<file path="config.mk">
export PLATFORM = sky130hd
export DESIGN_NAME = mtg_cell
export DESIGN_NICKNAME = d
export VERILOG_FILES = /design/src/hdl/mtg_pkg.sv /design/src/hdl/mtg_cell.sv
export SDC_FILE = /design/constraint.sdc
export NUM_CORES = 1
export LEC_CHECK = 0
export BUFFER_PORTS_ARGS = -buffer_cell sky130_fd_sc_hd__buf_2
export CAP_MARGIN = 20
export CORE_MARGIN = 2
export CORE_UTILIZATION = 43
export DETAILED_ROUTE_END_ITERATION = 10
export GPL_TIMING_DRIVEN = 0
export PLACE_DENSITY = 0.82
export SYNTH_ARGS = -nofsm -noshare
export SYNTH_HDL_FRONTEND = slang
export SYNTH_SLANG_ARGS = --single-unit
</file>
<file path="constraint.sdc">
create_clock -name clock -period 1 [get_ports clock]
set_input_delay 0.05 -clock clock [delete_from_list [all_inputs] [get_ports clock]]
set_output_delay 0.05 -clock clock [all_outputs]
set_load 0.02 [all_outputs]
</file>
<file path="src/hdl/mtg_pkg.sv">
`default_nettype none

package mtg_pkg;

   localparam int WORD_BITS        = 64;
   localparam int TABLE_WORDS_DEF  = 312;

   localparam logic OP_RESEED = 1'b0;
   localparam logic OP_DRAW   = 1'b1;

   localparam logic [63:0] SEED_MULT    = 64'h5851_F42D_4C95_7F2D;
   localparam logic [63:0] TWIST_MATRIX = 64'hB502_6F5A_A966_19E9;
   localparam logic [63:0] UPPER_BITS   = 64'hFFFF_FFFF_8000_0000;
   localparam logic [63:0] LOWER_BITS   = 64'h0000_0000_7FFF_FFFF;
   localparam logic [63:0] TEMPER_D     = 64'h5555_5555_5555_5555;
   localparam logic [63:0] TEMPER_B     = 64'h71D6_7FFF_EDA6_0000;
   localparam logic [63:0] TEMPER_C     = 64'hFFF7_EEE0_0000_0000;

   typedef logic [WORD_BITS-1:0] word_type;

   // seeder to top: a new table word is pushed into the chain, seeding in progress
   typedef struct packed {
      logic push;
      logic busy;
   } mtg_seed_status_type;

   function automatic word_type mtg_twist(input word_type cur, input word_type nxt,
                                          input word_type far);
      word_type x;
      x = (cur & UPPER_BITS) | (nxt & LOWER_BITS);
      return far ^ (x >> 1) ^ (x[0] ? TWIST_MATRIX : '0);
   endfunction

   function automatic word_type mtg_temper(input word_type x);
      word_type y;
      y = x ^ ((x >> 29) & TEMPER_D);
      y = y ^ ((y << 17) & TEMPER_B);
      y = y ^ ((y << 37) & TEMPER_C);
      return y ^ (y >> 43);
   endfunction

endpackage

`default_nettype wire

</file>
<file path="src/hdl/mtg_cell.sv">
`default_nettype none

// one table word; takes the word on shift_in on every shift
module mtg_cell import mtg_pkg::*; (
   input  wire logic     clock,
   input  wire logic     reset,
   input  wire logic     shift_en,
   input  wire word_type shift_in,
   output word_type      value
);

   word_type value_ff;
   word_type value_in;

   always_comb begin
      value_in = value_ff;
      if (shift_en) begin
         value_in = shift_in;
      end
   end

   always_ff @(posedge clock) begin
      if (reset) begin
         value_ff <= '0;
      end else begin
         value_ff <= value_in;
      end
   end

   assign value = value_ff;

endmodule

`default_nettype wire

</file>
==> results.txt <==
The synthesized design contains 0 enable-type register cells. After synthesis the netlist holds a flip-flop and latch count of 64. The flow ran to the end, and the final reports show no timing, DRC or antenna violations.

The antenna cell count is 0. The quantity of I/O buffers inserted on ports came out at roughly 130. The detailed-router iteration count before antenna repair came out at 4. The global routing usage summed across all routing layers came out at 23.8%. In this run, CTS created clock tree buffers numbering 9. Summing all non-filler instances in the final layout gives an area of 0.00382 sq mm. Global routing consumed, on the met3 layer, under 10% of the routing resources.

The upper clock frequency limit is approximately 1100 MHz. The final-report setup violation count is 0. The detail-routed net length per standard cell came out at 14.2 microns. The area growth from synthesis to layout came out at 67.0%.

The fraction of the yosys area taken by sequential cells came out at 55.9%. Once the floorplan was initialized, standard cells occupied 44.6% of the core. The count of mapped cells out of synthesis is 206. After clock tree synthesis, the clock-pin slew on the worst setup and hold paths is 0.07 ns. Together, buffers and inverters on the worst path number 1.

The CTS tree is yes. The largest fanout of any net on the critical path is 2. Entering global routing, the biggest net connects 11 pins. Setup total negative slack on the finished layout was measured at 0 ns. The type of the worst setup path is register to output port.

The met2 usage in global routing came out at 46.0%. The total standard cell area after synthesis came out at ~0.0023 sq mm. The fraction of synthesized cell area taken by the top area cell type came out at 55.9%. The worst path arrival time came out at 0.86 ns. The final-report hold violation count was 0. The worst vdd rail ir drop is 0.926 mV. The layer flagged by global routing as most heavily used is met2. Global routing used 24.6% of the available met1 tracks. The largest delay contributor family on the critical path is flip-flops. The clock tree skew after final layout came out at 0 ns. The cell area power density came out at 1500 mW/mm^2. The endpoint required time on the critical path is 0.95 ns.

Of all cell types, the one taking the most synthesized area is dfxtp_1. The cell sitting at the root of the clock tree is a clkbuf_8. The total clock sinks is 64. The leakage power is 2.02 nW.

The count of cell types in the netlist is 7. Cells with a size suffix above 1 make up 36.2% of the layout. STA classifies the critical path startpoint as a register. The H-tree was split into 3 levels. The worst path uses 90.9% of the clock period. The async set or reset register ratio after synthesis came out at 0%. The post-synthesis area per instance came out at 11.1 sq um. The post-detailed-placement cell area came out at approximately 0.0030 sq mm. The die boundary height came out at 77.0 microns.

The clock latency on the worst-skew pair came out at 0.32 ns. The number of global-route vias before repair is 2287. The total number of placement rows is 26. The final antenna-violating net count came out at 0. The total grt overflow is 0. The number of antenna violations at the first check in global routing came out at 0. After floorplanning, the core was sized to cover 0.00514 sq mm. The max-slew headroom at the worst pin is between 70% and 80%. The largest single stage delay on the critical path is 0.36 ns.

On the critical path, the stage with the largest delay is an instance of dfxtp_1. Setup repair after global routing left no endpoint under its margin. In this run the deepest clock path goes through 2 buffers.

The wire length of the first global-routing pass is roughly 11000 microns. Dividing the detail-routed via count by the number of cells gives roughly 4.5. The DRC violation count after routing came out at 0. The worst setup slack after placement is 0.0815 ns.

The number of top-level pins is between 100 and 150. The detailed router finished its first iteration with 53 violations. The final weighted congestion in routability-driven placement came out at 0.795. STA classifies the critical path endpoint as an output port. The width of the die is 77.0 microns. The floorplan step defined a die boundary enclosing 0.00593 sq mm. The number of maximum-capacitance violations came out at 0.

The HPWL after detailed placement is between 3000 and 4000 microns. The net count after synthesis came out at 273. In the post-synthesis netlist, the biggest area contributors are dfxtp_1 56%, mux2i_1 28%, nor2_1 10%.

The class of the tightest hold or removal check is primary input to register. The actual transition at the worst max-transition pin came out at ~0.44 ns. The total length of routed wires came out at roughly 6900 microns. The worst path in the final design needs a cycle of 0.909 ns, including I/O delays and setup. The flip-flop count of the largest register, all copies and words added is 64. For this run, the number of Yosys warnings is 0. At the end of the flow, the number of nets in the layout was around 480.

The detailed router placed between 2000 and 2500 vias in this run. The most used flip-flop cell after synthesis is dfxtp_1. The number of pins with negative max-slew slack in the final report came out at 0. Walking the worst path, the cells encountered are buf_2. The final worst slack came out at 0.0912 ns.

The commonest cells after synthesis are 64 x dfxtp_1, 64 x mux2i_1, 64 x nor2_1.
cell families after synthesis:
group | synth area share [%]
DFF | 55.9
buffers and inverters | 5.63
and+or+nand+nor | 10.5
muxes | 28.0
routing by layer:
layer | wire length, microns | part of all wire, % | vias to the layer above
li1 | - | - | 1085
met1 | 2630 | 38 | 997
met4 | 138 | 2.0 | 0
met3 | 424 | 6.2 | 13
met2 | 3660 | 53 | 102
met5 | 0 | 0 | -
metrics by stage:
| stage | power, W | instances | util, % | hold WS [ns] |
|---|---|---|---|---|
| 6_report | 0.00572 | 484 | 74.4 | 0.0690 |
| 5_1_grt | 0.00601 | 484 | 74.4 | 0.0712 |
| 4_1_cts | 0.00573 | 484 | 74.4 | 0.0607 |
| 3_5_place_dp | 0.00368 | 404 | 58.7 | 0.292 |
| 3_3_place_gp | 0.00366 | 404 | 58.7 | 0.281 |
| 2_1_floorplan | 0.00335 | 206 | - | 0.197 |
path summary, 6_finish.rpt:
check                                  to       from  slack (ns)  depth (start not counted)
worst max-delay path            value[29]  value[29]        0.09                          1
worst min-delay path             value[1]      reset        0.07                          2
worst max register to register  value[55]  value[55]        0.29                          2
worst min register to register  value[12]  value[12]        0.49                          2
placed cells by master (no fill, tap or decap):
master	synthesis	routed
clkbuf_1	0	2
clkbuf_8	0	10
dfxtp_1	64	64
mux2i_1	64	64
buf_8	6	6
nor2_1	64	64
clkbuf_2	1	1
dlygate4sd3_1	0	64
buf_1	6	6
clkinv_2	0	4
buf_2	0	128
buf_6	1	1
cell type report:
| type | count | area [sq um] |
|---|---|---|
| Fill cell | 373 | 1320 |
| Clock inverter | 4 | 20.0 |
| Sequential cell | 64 | 1280 |
| Multi-Input combinational cell | 128 | 881 |
| Timing Repair Buffer | 192 | 1280 |
| Clock buffer | 12 | 145 |
| Buffer | 14 | 129 |
| Tap cell | 70 | 87.6 |
power breakdown:
group / total [W] / switching [W] / internal [W]
clock: 0.00187 / 0.000917 / 0.000952
combinational: 0.00107 / 0.000531 / 0.000541
sequential: 0.00278 / 0.0000782 / 0.00270
what timing repair did:
item                      4_1_cts  5_1_grt
hold endpoints to repair       64        0
gates resized for setup         0        0
hold buffers                   64        0
setup buffers                   0        0
Note: power is estimated with default switching activity, not from simulation.
