$ cat src/hdl/mtg_pkg.sv
`default_nettype none

package mtg_pkg;

   localparam int WORD_BITS        = 64;
   localparam int TABLE_WORDS_DEF  = 312;

   localparam logic OP_RESEED = 1'b0;
   localparam logic OP_DRAW   = 1'b1;

   localparam logic [63:0] SEED_MULT    = 64'h5851_F42D_4C95_7F2D;
   localparam logic [63:0] TWIST_MATRIX = 64'hB502_6F5A_A966_19E9;
   localparam logic [63:0] UPPER_BITS   = 64'hFFFF_FFFF_8000_0000;
   localparam logic [63:0] LOWER_BITS   = 64'h0000_0000_7FFF_FFFF;
   localparam logic [63:0] TEMPER_D     = 64'h5555_5555_5555_5555;
   localparam logic [63:0] TEMPER_B     = 64'h71D6_7FFF_EDA6_0000;
   localparam logic [63:0] TEMPER_C     = 64'hFFF7_EEE0_0000_0000;

   typedef logic [WORD_BITS-1:0] word_type;

   // seeder to top: a new table word is pushed into the chain, seeding in progress
   typedef struct packed {
      logic push;
      logic busy;
   } mtg_seed_status_type;

   function automatic word_type mtg_twist(input word_type cur, input word_type nxt,
                                          input word_type far);
      word_type x;
      x = (cur & UPPER_BITS) | (nxt & LOWER_BITS);
      return far ^ (x >> 1) ^ (x[0] ? TWIST_MATRIX : '0);
   endfunction

   function automatic word_type mtg_temper(input word_type x);
      word_type y;
      y = x ^ ((x >> 29) & TEMPER_D);
      y = y ^ ((y << 17) & TEMPER_B);
      y = y ^ ((y << 37) & TEMPER_C);
      return y ^ (y >> 43);
   endfunction

endpackage

`default_nettype wire

$ cat src/hdl/mtg_seed.sv
`default_nettype none

// seed recurrence: w(i) = mult * (w ^ (w >> 62)) + i, one word per S_MUL, S_SUM pass
module mtg_seed import mtg_pkg::*; #(
   parameter int TABLE_WORDS = TABLE_WORDS_DEF
) (
   input  wire logic           clock,
   input  wire logic           reset,
   input  wire logic           start,
   input  wire word_type       seed,
   output mtg_seed_status_type status,
   output word_type            word
);

   localparam int IDX_BITS = $clog2(TABLE_WORDS);
   localparam logic [IDX_BITS-1:0] LAST_IDX = IDX_BITS'(TABLE_WORDS - 1);

   typedef enum logic [1:0] {
      S_IDLE,
      S_MUL,
      S_SUM
   } state_type;

   state_type           state_ff;
   state_type           state_in;
   word_type            w_ff;
   word_type            w_in;
   logic [IDX_BITS-1:0] idx_ff;
   logic [IDX_BITS-1:0] idx_in;
   logic [63:0]         p0_ff;
   logic [31:0]         c1_ff;
   logic [31:0]         c2_ff;

   word_type    x;
   logic [63:0] p0;
   logic [31:0] c1;
   logic [31:0] c2;
   logic [31:0] cross_sum;
   word_type    sum;

   assign x         = w_ff ^ (w_ff >> 62);
   assign p0        = {32'b0, x[31:0]} * {32'b0, SEED_MULT[31:0]};
   assign c1        = x[63:32] * SEED_MULT[31:0];
   assign c2        = x[31:0] * SEED_MULT[63:32];
   assign cross_sum = c1_ff + c2_ff;
   assign sum       = p0_ff + {cross_sum, 32'b0} + WORD_BITS'(idx_ff);

   always_comb begin
      state_in    = state_ff;
      w_in        = w_ff;
      idx_in      = idx_ff;
      status.push = 1'b0;
      status.busy = (state_ff != S_IDLE);
      word        = sum;
      case (state_ff)
         S_IDLE: begin
            if (start) begin
               status.push = 1'b1;
               word        = seed;
               w_in        = seed;
               idx_in      = IDX_BITS'(1);
               state_in    = S_MUL;
            end
         end
         S_MUL: begin
            state_in = S_SUM;
         end
         S_SUM: begin
            status.push = 1'b1;
            w_in        = sum;
            if (idx_ff == LAST_IDX) begin
               state_in = S_IDLE;
            end else begin
               idx_in   = idx_ff + IDX_BITS'(1);
               state_in = S_MUL;
            end
         end
         default: begin
            state_in = S_IDLE;
         end
      endcase
   end

   always_ff @(posedge clock) begin
      if (reset) begin
         state_ff <= S_IDLE;
      end else begin
         state_ff <= state_in;
      end
      w_ff   <= w_in;
      idx_ff <= idx_in;
      p0_ff  <= p0;
      c1_ff  <= c1;
      c2_ff  <= c2;
   end

endmodule

`default_nettype wire

$ cat config.mk
export PLATFORM = sky130hd
export DESIGN_NAME = mtg_seed
export DESIGN_NICKNAME = d
export VERILOG_FILES = /design/src/hdl/mtg_pkg.sv /design/src/hdl/mtg_seed.sv
export SDC_FILE = /design/constraint.sdc
export NUM_CORES = 2
export LEC_CHECK = 0
export BUFFER_PORTS_ARGS = -buffer_cell sky130_fd_sc_hd__buf_2
export CORE_AREA = 2 2 264 266
export CTS_CLUSTER_SIZE = 25
export DETAILED_ROUTE_END_ITERATION = 10
export DIE_AREA = 0 0 266 268
export PLACE_DENSITY = 0.86
export SYNTH_ARGS = -nofsm -noshare
export SYNTH_HDL_FRONTEND = slang
export SYNTH_SLANG_ARGS = --single-unit
$ cat constraint.sdc
create_clock -name clock -period 9.34 [get_ports clock]
set_input_delay 0.467 -clock clock [delete_from_list [all_inputs] [get_ports clock]]
set_output_delay 0.467 -clock clock [all_outputs]
set_load 0.05 [all_outputs]
==> results.md <==
* First-pass GRT wire length at 205000 um
* Die Wd at 266 um
* ANT nets after route at 0
* Worst min-delay path category: in -> reg
* Tcrit/Tclk final at 90.99%
* Sequential cell area fraction in the yosys report at 10.45%
* Internal reg-to-reg setup slack at 840 ps
* Post-synth EDFFs at 73
* Synth cell types at 66
* Fmax at 117.7 MHz
* H-tree depth at 4
* Synthesized instance count at 4564
* Area share of the largest cell type after synthesis at 36.81%
* Main synth FF type: dfxtp_1
* CTS Hold Bufs at 0
* RePlAce Congestion at 1.100
* Least-Margin Pin Slew at 1420 ps
* PostCTS Resize Cnt at 0
* Leading area contributor after synthesis: fa_1
* CP arrival at 8900 ps
* Commonest non-fill, non-tap cell in the layout: inv_1
* Final TNS setup at 0 ps
* Initial antenna violation count at 8
* Critical path class: reg -> reg
* Worst Setup Start Kind: flop
* Postcts setup bufs at 0
* Global route overflow at 0
* Via count at 32870
* Global Route Usage Sum at 39.41%
* Final setup vio count at 0
* Top cells by area, synth: fa_1 (37%), ha_1 (21%), inv_1 (11%)
* Flops & latches, synth at 194
* DR vias/cell at 5.875
* DIE AREA at 0.07129 mm^2
* Vias in the first global route at 34345
* Total wire length at 136000 um
* Min Hold Slack at 130.9 ps
* Avg Inst Size Synth at 9.675 um^2
* Final #Nets at 6333
* Setup repair after global routing missed its margin: no
* Area Overhead vs Synth at 5.605%
* Clk root buf: clkbuf_16
* Die H at 268 um
* CORE AREA at 0.06823 mm^2
* Max-slew violations at 0
* Status: complete, no violations
* Initial Util at 64.72%
* Mapped Nets at 6201
* 1st-iter DRT viols at 3174
* Max Root-Sink Buffers at 2
* CTS Sinks at 194
* WP data required at 9750 ps
* DRC viols at 0
* Pre-CTS setup slack at 1025 ps
* Synth Cell Area at 0.04416 mm^2
* Share of layout cells above drive strength 1 at 4.736%
* Setup WS post-layout at 841.1 ps
* CP endpoint kind: flop
* Worst skew pair latency at 530 ps
* Ys Warns at 0
* Ys async rst share at 0%
* I/O Pins at 133
* Crit-path max FO at 12
* Commonest cells after routing, fill and taps aside: inv_1 (1312), fa_1 (812), ha_1 (758)
* TritonCTS clock tree: built
* MaxCap Viol Count at 0
* Tmin final at 8499 ps
* Hold Violations, Final at 0
* CTS clk-pin slew, worst paths at 100 ps
* I/O Buffers at 132
* Max_slew headroom at 4.303%
* Largest net degree at the start of global routing at 93
* First drt pass iteration count at 6
* Post-DP HPWL at 118700 um
* WL/cell at 24.31 um
* Cell row count at 96
* Clock skew at 36.62 ps
* CTS buffer count at 17
metal layers:
metal  GRT usage, %  up-vias  routed length, um
li1               -    14468                  -
met1          50.85    16222              51750
met5              0        -                 52
met3          11.28      375              15900
met4          19.59        8               7841
met2          61.24     1797              60460
per-stage QoR:
stage                     std cells  cell area [um^2]  util, %
final                          5595             46630    68.35
after CTS                      5591             46620    68.34
after floorplan                4564             44160        -
after global routing           5591             46620    68.34
after global placement         5559             46000    67.43
after detailed placement       5559             46000    67.43
cell families (layout without fill, tap and decap cells):
group	after synthesis	count (layout)	share of synthesized area, %
other	0	4	0
buffers and inverters	1367	1512	11.62
and+or+nand+nor	551	551	5.811
AOI/OAI and AO/OA	623	623	8.690
DFF	194	194	10.45
xor gates and xnor gates	259	259	5.137
adders and majority gates	1570	1570	58.29
worst paths after layout:
| check | depth (start not counted) | start | endpoint |
|---|---|---|---|
| min reg2reg | 1 | state_ff[0] | state_ff[1] |
| min | 2 | reset | state_ff[0] |
| max reg2reg | 26 | w_ff[10] | p0_ff[60] |
| max | 26 | w_ff[10] | p0_ff[60] |
synth_stat cells (4+ instances only):
library cell  count
and4_1            7
nor2_1          125
nor3_1           23
o211ai_1          9
a2111oi_0         6
o21bai_1         25
or4_1             4
nand2b_1         25
a211o_1           6
o21ai_1           4
clkbuf_1         52
nand3_1          45
ha_1            758
nor3b_1           8
or2_2             9
or3_1             9
o41ai_1           4
nand2_1         214
xnor2_1         177
o21a_1           29
a211oi_1         15
xor2_1           82
dfxtp_1         121
o21ai_0         172
edfxtp_1         73
inv_1          1312
o31a_1            4
and2_1           12
fa_1            812
a31oi_1          18
and3_1           22
a21oi_1         200
nor2b_1          17
nand4_1          23
o31ai_1          10
a21o_1           85
layout make-up:
type / instances / area [um^2]
fillers: 5215 / 21590
repair buffers: 168 / 930.9
well taps: 882 / 1104
flip-flops and latches: 194 / 4614
multi-input cells: 3003 / 34430
diodes: 4 / 10.01
clock inverters: 15 / 193.9
inverters: 1312 / 4925
clock buffers: 17 / 425.4
critical path: stages (launching register included):
cell and delay, ps:
edfxtp_1 820, inv_1 270, fa_1 540, inv_1 70
fa_1 410, fa_1 490, inv_1 50, fa_1 480
inv_1 50, fa_1 490, fa_1 510, fa_1 490
inv_1 50, fa_1 480, inv_1 40, ha_1 380
nand3_1 150, nor2_1 220, and4_1 260, o311a_1 290
o31ai_4 120, o41ai_2 630, a41oi_4 270, o21ai_2 290
a221o_1 250, nor2_1 70, a311oi_1 240
state kept, by name, summed over array words and instances, names as in the netlist:
| signal | flops |
|---|---|
| w_ff | 64 |
| c1_ff | 32 |
| idx_ff | 9 |
| p0_ff | 55 |
| state_ff | 2 |
| c2_ff | 32 |
Power is not shown: default switching activity piles up to over one toggle a cycle in this logic, so the estimate is an artifact.
